File: src/rtl/core/abpw_pkg.sv
package abpw_pkg;

  // largest frame side; registers above it clamp to it
  localparam int unsigned MaxSide = 4096;
  localparam int unsigned CfgW    = 13;
  localparam int unsigned SideW   = 13;
  localparam int unsigned CoordW  = 12;
  localparam int unsigned PosW    = 16;
  localparam int unsigned ColorW  = 32;
  localparam int unsigned IndexW  = 24;
  localparam int unsigned CfgIdxW = 1;

  localparam int unsigned FifoDepth = 4;
  localparam int unsigned FifoPtrW  = 2;
  localparam int unsigned FifoCntW  = 3;

  localparam logic [CfgIdxW-1:0] RegFrameWidth  = 1'd0;
  localparam logic [CfgIdxW-1:0] RegFrameHeight = 1'd1;

  localparam logic [CfgW-1:0] ResetWidth  = 13'd320;
  localparam logic [CfgW-1:0] ResetHeight = 13'd240;

  localparam logic [7:0] AlphaOpaque = 8'hFF;
  localparam logic [7:0] AlphaHalf   = 8'h7F;
  localparam logic [7:0] AlphaClear  = 8'h00;

  typedef enum logic [1:0] {
    KIND_COPY,
    KIND_AVG,
    KIND_BLEND
  } blend_kind_e;

  typedef struct packed {
    logic [CoordW-1:0] x;
    logic [CoordW-1:0] y;
    blend_kind_e       kind;
    logic [ColorW-1:0] src;
    logic [ColorW-1:0] dst;
  } pix_item_t;

  typedef struct packed {
    logic full;
    logic empty;
  } fifo_status_t;

  function automatic logic [SideW-1:0] clamp_side(input logic [CfgW-1:0] v);
    logic [SideW-1:0] lim;
    lim = SideW'(MaxSide);
    return (v > lim) ? lim : v;
  endfunction

endpackage

File: src/rtl/core/abpw_front.sv
module abpw_front (
  input  logic                            clk_i,
  input  logic                            rst_ni,
  input  logic                            push_i,
  output logic                            full_o,
  input  logic signed [abpw_pkg::PosW-1:0] pos_x_i,
  input  logic signed [abpw_pkg::PosW-1:0] pos_y_i,
  input  logic [abpw_pkg::ColorW-1:0]     src_color_i,
  input  logic [abpw_pkg::ColorW-1:0]     dest_pixel_i,
  input  logic [abpw_pkg::SideW-1:0]      width_i,
  input  logic [abpw_pkg::SideW-1:0]      height_i,
  input  abpw_pkg::fifo_status_t          fifo_st_i,
  output logic                            fifo_push_o,
  output abpw_pkg::pix_item_t             fifo_item_o
);

  logic                valid_q, valid_d;
  abpw_pkg::pix_item_t item_q, item_d;
  logic                ready;
  logic                accept;
  logic                keep;
  logic                in_x, in_y;
  logic [7:0]          alpha;

  assign alpha = src_color_i[31:24];
  assign in_x  = !pos_x_i[abpw_pkg::PosW-1] &&
                 ({1'b0, pos_x_i[abpw_pkg::PosW-2:0]} <
                  abpw_pkg::PosW'(width_i));
  assign in_y  = !pos_y_i[abpw_pkg::PosW-1] &&
                 ({1'b0, pos_y_i[abpw_pkg::PosW-2:0]} <
                  abpw_pkg::PosW'(height_i));
  assign keep  = in_x && in_y && (alpha != abpw_pkg::AlphaClear);

  assign fifo_push_o = valid_q && !fifo_st_i.full;
  assign ready       = !valid_q || !fifo_st_i.full;
  assign full_o      = !ready;
  assign accept      = push_i && ready;
  assign fifo_item_o = item_q;

  always_comb begin
    valid_d = valid_q;
    item_d  = item_q;
    if (fifo_push_o) begin
      valid_d = 1'b0;
    end
    // clipped and transparent pixels are dropped here
    if (accept) begin
      valid_d     = keep;
      item_d.x    = pos_x_i[abpw_pkg::CoordW-1:0];
      item_d.y    = pos_y_i[abpw_pkg::CoordW-1:0];
      item_d.src  = src_color_i;
      item_d.dst  = dest_pixel_i;
      if (alpha == abpw_pkg::AlphaOpaque) begin
        item_d.kind = abpw_pkg::KIND_COPY;
      end else if (alpha == abpw_pkg::AlphaHalf) begin
        item_d.kind = abpw_pkg::KIND_AVG;
      end else begin
        item_d.kind = abpw_pkg::KIND_BLEND;
      end
    end
  end

  always_ff @(posedge clk_i or negedge rst_ni) begin
    if (!rst_ni) begin
      valid_q <= 1'b0;
    end else begin
      valid_q <= valid_d;
    end
  end

  always_ff @(posedge clk_i) begin
    item_q <= item_d;
  end

endmodule

File: src/rtl/core/abpw_fifo.sv
module abpw_fifo (
  input  logic                   clk_i,
  input  logic                   rst_ni,
  input  logic                   push_i,
  input  abpw_pkg::pix_item_t    item_i,
  input  logic                   pop_i,
  output abpw_pkg::pix_item_t    item_o,
  output abpw_pkg::fifo_status_t status_o
);

  abpw_pkg::pix_item_t                 mem_q [abpw_pkg::FifoDepth];
  logic [abpw_pkg::FifoPtrW-1:0]       wr_q, wr_d, rd_q, rd_d;
  logic [abpw_pkg::FifoCntW-1:0]       cnt_q, cnt_d;

  assign status_o.full  = (cnt_q == abpw_pkg::FifoCntW'(abpw_pkg::FifoDepth));
  assign status_o.empty = (cnt_q == '0);
  assign item_o         = mem_q[rd_q];

  always_comb begin
    wr_d  = wr_q;
    rd_d  = rd_q;
    cnt_d = cnt_q;
    if (push_i) begin
      wr_d = wr_q + 1'b1;
    end
    if (pop_i) begin
      rd_d = rd_q + 1'b1;
    end
    if (push_i && !pop_i) begin
      cnt_d = cnt_q + 1'b1;
    end else if (!push_i && pop_i) begin
      cnt_d = cnt_q - 1'b1;
    end
  end

  always_ff @(posedge clk_i or negedge rst_ni) begin
    if (!rst_ni) begin
      wr_q  <= '0;
      rd_q  <= '0;
      cnt_q <= '0;
    end else begin
      wr_q  <= wr_d;
      rd_q  <= rd_d;
      cnt_q <= cnt_d;
    end
  end

  always_ff @(posedge clk_i) begin
    if (push_i) begin
      mem_q[wr_q] <= item_i;
    end
  end

  a_no_overflow : assert property (@(posedge clk_i) disable iff (!rst_ni)
    push_i |-> (!status_o.full || pop_i))
    else $error("fifo push while full");

  a_no_underflow : assert property (@(posedge clk_i) disable iff (!rst_ni)
    pop_i |-> !status_o.empty)
    else $error("fifo pop while empty");

  a_count_up : assert property (@(posedge clk_i) disable iff (!rst_ni)
    (push_i && !pop_i) |=> (cnt_q == $past(cnt_q) + 1'b1))
    else $error("fifo count did not follow push");

endmodule

File: src/rtl/core/abpw_back.sv
module abpw_back (
  input  logic                           clk_i,
  input  logic                           rst_ni,
  input  abpw_pkg::fifo_status_t         fifo_st_i,
  input  abpw_pkg::pix_item_t            fifo_item_i,
  output logic                           fifo_pop_o,
  input  logic [abpw_pkg::SideW-1:0]     width_i,
  output logic                           empty_o,
  input  logic                           pop_i,
  output logic [abpw_pkg::IndexW-1:0]    pixel_index_o,
  output logic [abpw_pkg::ColorW-1:0]    pixel_value_o
);

  localparam int unsigned RowW = abpw_pkg::CoordW + abpw_pkg::SideW;

  // stage 1: row offset and channel products
  logic                          s1_valid_q, s1_valid_d;
  logic [RowW-1:0]               s1_row_q;
  logic [abpw_pkg::CoordW-1:0]   s1_x_q;
  abpw_pkg::blend_kind_e         s1_kind_q;
  logic [abpw_pkg::ColorW-1:0]   s1_src_q, s1_dst_q;
  logic [7:0]                    s1_hi_q [3];
  logic [7:0]                    hi_d [3];

  // stage 2: output register
  logic                          out_valid_q, out_valid_d;
  logic [abpw_pkg::IndexW-1:0]   out_idx_q, out_idx_d;
  logic [abpw_pkg::ColorW-1:0]   out_val_q, out_val_d;

  logic                          s2_ready, s1_ready;
  logic [8:0]                    alpha_p1;
  logic [RowW-1:0]               row_d;
  logic [RowW-1:0]               idx_sum;
  logic [8:0]                    sum_r, sum_g, sum_b;
  logic [7:0]                    old_c [3];

  assign s2_ready   = !out_valid_q || pop_i;
  assign s1_ready   = !s1_valid_q || s2_ready;
  assign fifo_pop_o = !fifo_st_i.empty && s1_ready;

  assign alpha_p1 = {1'b0, fifo_item_i.src[31:24]} + 9'd1;
  assign row_d    = RowW'(fifo_item_i.y) * RowW'(width_i);

  always_comb begin
    logic signed [8:0]  diff;
    logic signed [18:0] prod;
    for (int c = 0; c < 3; c++) begin
      diff    = $signed({1'b0, fifo_item_i.src[8*c +: 8]}) -
                $signed({1'b0, fifo_item_i.dst[8*c +: 8]});
      prod    = 19'(diff) * 19'($signed({1'b0, alpha_p1}));
      // floor shift by 8, low byte only
      hi_d[c] = prod[15:8];
    end
  end

  assign s1_valid_d = fifo_pop_o ? 1'b1 : (s2_ready ? 1'b0 : s1_valid_q);

  always_ff @(posedge clk_i or negedge rst_ni) begin
    if (!rst_ni) begin
      s1_valid_q  <= 1'b0;
      out_valid_q <= 1'b0;
    end else begin
      s1_valid_q  <= s1_valid_d;
      out_valid_q <= out_valid_d;
    end
  end

  always_ff @(posedge clk_i) begin
    if (fifo_pop_o) begin
      s1_row_q  <= row_d;
      s1_x_q    <= fifo_item_i.x;
      s1_kind_q <= fifo_item_i.kind;
      s1_src_q  <= fifo_item_i.src;
      s1_dst_q  <= fifo_item_i.dst;
      s1_hi_q   <= hi_d;
    end
  end

  assign idx_sum = s1_row_q + RowW'(s1_x_q);
  assign sum_r   = {1'b0, s1_src_q[23:16]} + {1'b0, s1_dst_q[23:16]};
  assign sum_g   = {1'b0, s1_src_q[15:8]}  + {1'b0, s1_dst_q[15:8]};
  assign sum_b   = {1'b0, s1_src_q[7:0]}   + {1'b0, s1_dst_q[7:0]};

  always_comb begin
    for (int c = 0; c < 3; c++) begin
      old_c[c] = s1_dst_q[8*c +: 8];
    end
  end

  always_comb begin
    out_valid_d = out_valid_q;
    out_idx_d   = out_idx_q;
    out_val_d   = out_val_q;
    if (pop_i) begin
      out_valid_d = 1'b0;
    end
    if (s1_valid_q && s2_ready) begin
      out_valid_d = 1'b1;
      out_idx_d   = idx_sum[abpw_pkg::IndexW-1:0];
      case (s1_kind_q)
        abpw_pkg::KIND_COPY: out_val_d = s1_src_q;
        abpw_pkg::KIND_AVG:  out_val_d = {abpw_pkg::AlphaClear, sum_r[8:1],
                                          sum_g[8:1], sum_b[8:1]};
        default:             out_val_d = {s1_dst_q[31:24],
                                          old_c[2] + s1_hi_q[2],
                                          old_c[1] + s1_hi_q[1],
                                          old_c[0] + s1_hi_q[0]};
      endcase
    end
  end

  always_ff @(posedge clk_i) begin
    out_idx_q <= out_idx_d;
    out_val_q <= out_val_d;
  end

  assign empty_o       = !out_valid_q;
  assign pixel_index_o = out_idx_q;
  assign pixel_value_o = out_val_q;

  a_s1_holds : assert property (@(posedge clk_i) disable iff (!rst_ni)
    (s1_valid_q && !s2_ready) |=> (s1_valid_q && $stable(s1_row_q)))
    else $error("stage 1 item lost while output stalled");

  a_out_kept : assert property (@(posedge clk_i) disable iff (!rst_ni)
    (out_valid_q && !pop_i) |=> (out_valid_q && $stable(out_val_q)))
    else $error("output result changed while waiting");

  a_pop_gated : assert property (@(posedge clk_i) disable iff (!rst_ni)
    (s1_valid_q && !s2_ready) |-> !fifo_pop_o)
    else $error("fifo popped into a stalled stage");

endmodule

File: src/rtl/core/alpha_blend_pixel_writer_unit.sv
// alpha blending pixel writer, one ARGB8888 pixel per request
//
// input queue: push_i with pos_x_i, pos_y_i, src_color_i and dest_pixel_i is
// taken at a clock edge where push_i is high and full_o is low. pixels
// outside the frame, or with a zero source alpha, are dropped in the front
// stage and give no result. result queue: while empty_o is low the oldest
// result (pixel_index_o, pixel_value_o) is shown; pop_i takes it.
// config: cfg_valid_i with cfg_index_i (0 frame width, 1 frame height) and
// cfg_data_i; cfg_ready_o is always high. sides above 4096 clamp to 4096.
// path: front register, then the queue, stage 1 and the output register.
// one request per cycle is sustained while pop_i keeps up; the front
// register (one item), a four-entry queue and a two-stage back end (row
// multiply and channel products, then adds; one item per stage) hold seven
// items in all, so a stalled receiver fills them before full_o rises.
// reset: all queues empty, frame width 320 and height 240.
module alpha_blend_pixel_writer_unit (
  input  logic                               clk_i,
  input  logic                               rst_ni,
  input  logic                               push_i,
  output logic                               full_o,
  input  logic signed [abpw_pkg::PosW-1:0]   pos_x_i,
  input  logic signed [abpw_pkg::PosW-1:0]   pos_y_i,
  input  logic [abpw_pkg::ColorW-1:0]        src_color_i,
  input  logic [abpw_pkg::ColorW-1:0]        dest_pixel_i,
  output logic                               empty_o,
  input  logic                               pop_i,
  output logic [abpw_pkg::IndexW-1:0]        pixel_index_o,
  output logic [abpw_pkg::ColorW-1:0]        pixel_value_o,
  input  logic                               cfg_valid_i,
  output logic                               cfg_ready_o,
  input  logic [abpw_pkg::CfgIdxW-1:0]       cfg_index_i,
  input  logic [abpw_pkg::CfgW-1:0]          cfg_data_i
);

  logic [abpw_pkg::CfgW-1:0]  width_q, width_d, height_q, height_d;
  logic [abpw_pkg::SideW-1:0] width_eff, height_eff;

  abpw_pkg::fifo_status_t fifo_st;
  abpw_pkg::pix_item_t    push_item, pop_item;
  logic                   fifo_push, fifo_pop;

  assign cfg_ready_o = 1'b1;

  always_comb begin
    width_d  = width_q;
    height_d = height_q;
    if (cfg_valid_i) begin
      unique case (cfg_index_i)
        abpw_pkg::RegFrameWidth:  width_d  = cfg_data_i;
        abpw_pkg::RegFrameHeight: height_d = cfg_data_i;
        default: ;
      endcase
    end
  end

  always_ff @(posedge clk_i or negedge rst_ni) begin
    if (!rst_ni) begin
      width_q  <= abpw_pkg::ResetWidth;
      height_q <= abpw_pkg::ResetHeight;
    end else begin
      width_q  <= width_d;
      height_q <= height_d;
    end
  end

  assign width_eff  = abpw_pkg::clamp_side(width_q);
  assign height_eff = abpw_pkg::clamp_side(height_q);

  abpw_front u_front (
    .clk_i        (clk_i),
    .rst_ni       (rst_ni),
    .push_i       (push_i),
    .full_o       (full_o),
    .pos_x_i      (pos_x_i),
    .pos_y_i      (pos_y_i),
    .src_color_i  (src_color_i),
    .dest_pixel_i (dest_pixel_i),
    .width_i      (width_eff),
    .height_i     (height_eff),
    .fifo_st_i    (fifo_st),
    .fifo_push_o  (fifo_push),
    .fifo_item_o  (push_item)
  );

  abpw_fifo u_fifo (
    .clk_i    (clk_i),
    .rst_ni   (rst_ni),
    .push_i   (fifo_push),
    .item_i   (push_item),
    .pop_i    (fifo_pop),
    .item_o   (pop_item),
    .status_o (fifo_st)
  );

  abpw_back u_back (
    .clk_i         (clk_i),
    .rst_ni        (rst_ni),
    .fifo_st_i     (fifo_st),
    .fifo_item_i   (pop_item),
    .fifo_pop_o    (fifo_pop),
    .width_i       (width_eff),
    .empty_o       (empty_o),
    .pop_i         (pop_i),
    .pixel_index_o (pixel_index_o),
    .pixel_value_o (pixel_value_o)
  );

endmodule
File: config.mk
export PLATFORM = sky130hd
export DESIGN_NAME = alpha_blend_pixel_writer_unit
export DESIGN_NICKNAME = d
export VERILOG_FILES = /design/src/rtl/core/abpw_pkg.sv /design/src/rtl/core/abpw_front.sv /design/src/rtl/core/abpw_fifo.sv /design/src/rtl/core/abpw_back.sv /design/src/rtl/core/alpha_blend_pixel_writer_unit.sv
export SDC_FILE = /design/constraint.sdc
export NUM_CORES = 2
export LEC_CHECK = 0
export ABC_AREA = 1
export BUFFER_PORTS_ARGS = -buffer_cell sky130_fd_sc_hd__buf_2
export CAP_MARGIN = 0
export CORE_MARGIN = 5
export CORE_UTILIZATION = 55
export CTS_CLUSTER_DIAMETER = 40
export DETAILED_ROUTE_END_ITERATION = 10
export GPL_TIMING_DRIVEN = 1
export PLACE_DENSITY_LB_ADDON = 0.05
export SETUP_SLACK_MARGIN = 0.05
export SKIP_CTS_REPAIR_TIMING = 1
export SLEW_MARGIN = 20
export SYNTH_ARGS = -nofsm -noshare
export SYNTH_HDL_FRONTEND = slang
export SYNTH_SLANG_ARGS = --single-unit
File: constraint.sdc
create_clock -name clk_i -period 7.9 [get_ports clk_i]
set_input_delay 1.58 -clock clk_i [delete_from_list [all_inputs] [get_ports clk_i]]
set_output_delay 1.58 -clock clk_i [all_outputs]
set_load 0.005 [all_outputs]
==> After elaboration in Yosys (flattened, before gate mapping) <==
Memories as Yosys holds them, arrays and structs flattened.
Cells that the tools add are included.
Widths: inputs -> output; s select.
{ "op_classes": {"bitwise_logic": 1, "n_addsub": 15, "div_mod_pow": 0, "mul": 4, "mux": 14, "eq_ne": 4, "shift": 0, "n_lt_le_gt_ge": 4, "reduce_logical": 32} }
{ "op_table": {"columns": ["cell", "n"], "rows": [
  ["$pmux 32 s2", 1],
  ["$mul 9x10->16", 3],
  ["$lt 15x13->1", 2],
  ["$add 8x8->9", 3],
  ["$sub 8x8->9", 3],
  ["$gt 13x13->1 const B", 2],
  ["$mux 13", 2],
  ["$add 24x12->24", 1],
  ["$add 8x8->8", 3],
  ["$mul 12x13->24", 1],
  ["$logic_and 1x1->1", 10],
  ["$logic_not 1->1", 10],
  ["$add 8x1->9 const B", 1],
  ["$eq 8x7->1 const B", 1],
  ["$eq 8x8->1 const B", 1],
  ["$mux 1", 8],
  ["$reduce_bool 2->1", 4],
  ["$reduce_bool 8->1", 1],
  ["$mux 3", 2],
  ["$add 2x1->2 const B", 2],
  ["$reduce_and 2->1", 2],
  ["$add 3x1->3 const B", 1],
  ["$eq 3x3->1 const B", 1],
  ["$logic_not 3->1", 1],
  ["other kinds (6)", 8]
]} }
{ "totals": {"mem_bits_rw": 360, "memories": 1, "reg_bits": 308, "romBits": 0, "latchBits": 0, "wordCells": 98} }
{ "mem_list": {"columns": ["name", "depth", "width", "read_ports", "rd_ports_with_merged_regs", "wr", "line", "rtl"], "rows": [
  ["u_fifo.mem_q", 4, 90, 1, 0, 1, "abpw_fifo.sv:11", "abpw_pkg::pix_item_t mem_q [abpw_pkg::FifoDepth];"]
]} }

==> Logic depth before layout (Yosys ltp) <==
{ "logic_depth": {"depth_word": 7, "ltp_mapped": 39, "depth_no_buf": 36} }

==> Cells and area by module <==
From an unflattened synthesis, not the netlist that was laid out.
{ "hier_totals": {"hier_cells": 4054, "area_unflattened_um2": 41577.4} }
{ "modules_own_cells": {"columns": ["module", "cells_each", "area_per_inst_um2", "n_inst"], "rows": [
  ["abpw_back", 2547, 22161.3, 1],
  ["abpw_fifo", 1097, 14597.8, 1],
  ["abpw_front", 234, 3510.9, 1],
  ["alpha_blend_pixel_writer_unit", 176, 1307.5, 1]
]} }

==> Worst setup path after synthesis <==
No wires, ideal clock.
{ "synth_timing": {"kind": "register -> register", "start": "reg u_fifo.rd_q[0] (netlist bit)", "end": "reg u_back.s1_hi_q[23] (netlist bit), data pin", "path_stages_with_launch": 33, "synth_period_minus_slack_ps": 7006, "path_buffers": 4, "path_slack_ps": 894, "setup_time_ps": 252, "arrival_time_ps": 6754, "cell_sequence": "dfrtp_1 -> inv_2 -> buf_6 -> buf_2 -> buf_2 -> clkbuf_1 -> nor2_1 -> o22ai_1 -> ha_1 -> inv_1 -> fa_1 -> nand3_1 -> nand3_1 -> a31o_2 -> xor2_1 -> nand2_1 -> fa_1 -> fa_1 -> inv_1 -> fa_1 -> fa_1 -> inv_1 -> fa_1 -> inv_1 -> ha_1 -> a21oi_1 -> nor2_1 -> a211oi_1 -> nand2_2 -> a21oi_1 -> inv_1 -> nand2_1 -> nand2_1"} }
{ "synth_rtl": {"columns": ["item", "line", "rtl"], "rows": [
  ["from (decl)", "abpw_fifo.sv:12", "logic [abpw_pkg::FifoPtrW-1:0] wr_q, wr_d, rd_q, rd_d;"],
  ["from (signal assigned)", "abpw_fifo.sv:43", "rd_q <= rd_d;"],
  ["to (signal assigned)", "abpw_back.sv:75", "s1_hi_q <= hi_d;"],
  ["to (decl)", "abpw_back.sv:22", "logic [7:0] s1_hi_q [3];"]
]} }

==> results_dict.tcl <==
set metrics [dict create \
    outcome "completed" \
    yosys.area.top_type_share_pct 47.3 \
    drt_iter0_drc 1792 \
    synth_area_leader_cell "edfxtp_1" \
    die_w_um 280 \
    io_pins 174 \
    cts_inserted_buffers 94 \
    cp_slowest_cell "dfrtp_4" \
    synth-xor-area-share_pct 2.23 \
    critPathRequiredTime_ns 8.29 \
    clock_sinks 668 \
    fin_nets 4650 \
    endpoint_kind "flop" \
    ys_warn_count 0 \
    min_period_over_period_pct 94.1 \
    routedWlPerCell_um 18.9 \
    viasPerCell 5.37 \
    place_hpwl_um 69900 \
    die_h_um 280 \
    synthArstFlopShare_pct 5.39 \
    core_area_um2 72700 \
    layout-drive-gt1-share_pct 11.0 \
    path_max_fanout 51 \
    seq_area_frac_synth_pct 49.6 \
    min_path_cells 0 \
    grt_max_degree 79 \
    rr_worst_depth 28 \
    hold_class "reg2reg" \
    routed_wl_um 95300 \
    antenna_found_initial 12 \
    max_stage_delay_ns 0.68 \
    syn_avg_cell_area_um2 10.7 \
    synthCells 3765 \
    yosys-top-cells-area "edfxtp_1 47%, fa_1 13%, ha_1 8.5%, nand2_1 7.0%, inv_1 5.7%" \
    yosys.area_share.simple_pct 12.6 \
    skew_ns 0.0606 \
    synth_edf_count 632 \
    timing_worst_setup_path_type "reg2reg" \
    slew_violations 0 \
    grt_first_pass_wirelength_um 150000 \
    crit_top_cell "fa_1" \
    num_rows 99 \
    critPathLaunchType "flop" \
    ys_ff_latch 668 \
    cts_root_buf "clkbuf_16" \
    groute.usage.overall_pct 24.6 \
    slew_headroom_pct 24.2 \
    placed_area_um2 42400 \
    area_delta_synth_final_pct 13.7 \
    syn-num-nets 4420 \
    fmax_ghz 0.134 \
    synth-adder-area-share_pct 21.8 \
    tns_ns 0 \
    ys_types 55 \
    drcViolationCount 0 \
    worstMarginPinSlew_ns 1.13 \
    post-route-util_pct 62.7 \
    grt_pass1_vias 27200 \
    synthFlopType "edfxtp_1" \
    fill_cells 5816 \
    vias 27000 \
    synthTopCellsByCount "751 x nand2_1, 632 x edfxtp_1, 612 x inv_1, 332 x nor2_1, 273 x ha_1" \
    setup-violations-final 0 \
    portBuffers 172 \
    antenna_left 0 \
    start_util_pct 55.2 \
    synth_most_common_cell "nand2_1" \
    first_pass_iters 6 \
    grt_overflow 0 \
    path_clk_slew_ns 0.06 \
    muxShareOfSynthArea_pct 0 \
    synth_top_family_by_area "adder cells" \
    final-hold-violation-count 0 \
    cts.path.max_buffers 3 \
    final_area_um2 45600 \
    clk_latency_ns 0.65 \
    rsz0062_at_grt "false" \
    cap_violations 0 \
    gp_congestion 0.916 \
    crit_arrival_ns 7.83 \
    ctsHtreeMaxLevel 3 \
    post-route-min-period_ns 7.44 \
    cts_tree "done" \
    netlist_area_um2 40100 \
    die-area_um2 78500 \
    synth_compound_area_share_pct 6.79 \
]
-- per-stage QoR --
step           std cells  setup slack [ns]  hold slack, ns
2_1_floorplan       3765             0.894           0.453
3_3_place_gp        4856             0.641           0.472
3_5_place_dp        4858             0.590           0.477
4_1_cts             5030             0.515           0.459
5_1_grt             5032            0.0620           0.481
6_report            5034             0.463           0.460
-- cell type report --
cell class	instances	area (um^2)	area share, %
repair buffers	235	1420	3.12
clock inverters	76	880	1.93
well taps	959	1200	2.63
multi-input cells	2372	17500	38.3
diodes	4	10.0	0.0219
clock buffers	96	2360	5.17
flip-flops and latches	668	19900	43.6
inverters	624	2360	5.17
-- per-layer routing --
metal	track usage, %	part of all wire (%)	up-vias
met5	0	0.062	-
met4	8.28	3.1	8
met3	4.80	6.6	161
met2	41.1	48	792
met1	32.6	42	13100
li1	-	-	12900
-- worst max-delay path, delay by kind of cell, from the launching register on --
| kind | cells | cell delay [ns] |
|---|---|---|
| fa+ha+maj | 8 | 3.13 |
| compound gates | 6 | 1.39 |
| buf+inv | 7 | 0.81 |
| flops | 1 | 0.68 |
| xor+xnor | 2 | 0.59 |
| simple gates | 5 | 0.56 |
-- placed cells by master (no fill, tap or decap), drive strengths merged, types with 6 or more instances in the layout --
cell      instances
dfstp             6
inv             647
a31oi             7
a32oi            24
nand4            25
o221ai           13
nor2            339
ha              273
clkinv           33
o21bai           11
bufinv            9
nand2           758
a21o              9
dfrtp            30
nor4              9
xor2             76
clkinvlp         11
a21oi           149
edfxtp          632
nand3            97
xnor2            26
o21ai           176
clkbuf           96
fa              267
nor3             20
a22o              9
o22ai            46
buf             235
-- cell families after synthesis --
kind of cell,after synthesis
compound gates,470
simple gates,1259
xor+xnor,102
fa+ha+maj,540
flops,668
other cells,1
buf+inv,725
-- worst paths after layout --
check	end	startpoint	slack, ns
hold / removal	u_fifo.mem_q[0][42]	u_front.fifo_item_o[42]	0.46
min in group asynchronous	height_q[1]	rst_ni	1.06
hold reg to reg	u_fifo.mem_q[0][42]	u_front.fifo_item_o[42]	0.46
setup reg to reg	u_back.s1_hi_q[13]	u_fifo.rd_q[0]	0.46
setup / recovery	u_back.s1_hi_q[13]	u_fifo.rd_q[0]	0.46
max in group asynchronous	u_fifo.rd_q[0]	rst_ni	6.18
-- flip-flops by register name, summed over array words and instances (netlist names) --
name,flops
height_q,13
u_back.out_valid_q,1
u_back.pixel_index_o,24
u_back.pixel_value_o,32
u_back.s1_dst_q,32
u_back.s1_hi_q,24
u_back.s1_kind_q,2
u_back.s1_row_q,24
u_back.s1_src_q,32
u_back.s1_valid_q,1
u_back.s1_x_q,12
u_fifo.cnt_q,3
u_fifo.mem_q,360
u_fifo.rd_q,2
u_fifo.wr_q,2
u_front.fifo_item_o,90
u_front.valid_q,1
width_q,13
Power is left out: the tool's default activity adds up to more than one toggle a clock period on the data nets, which glitch-free logic cannot reach.
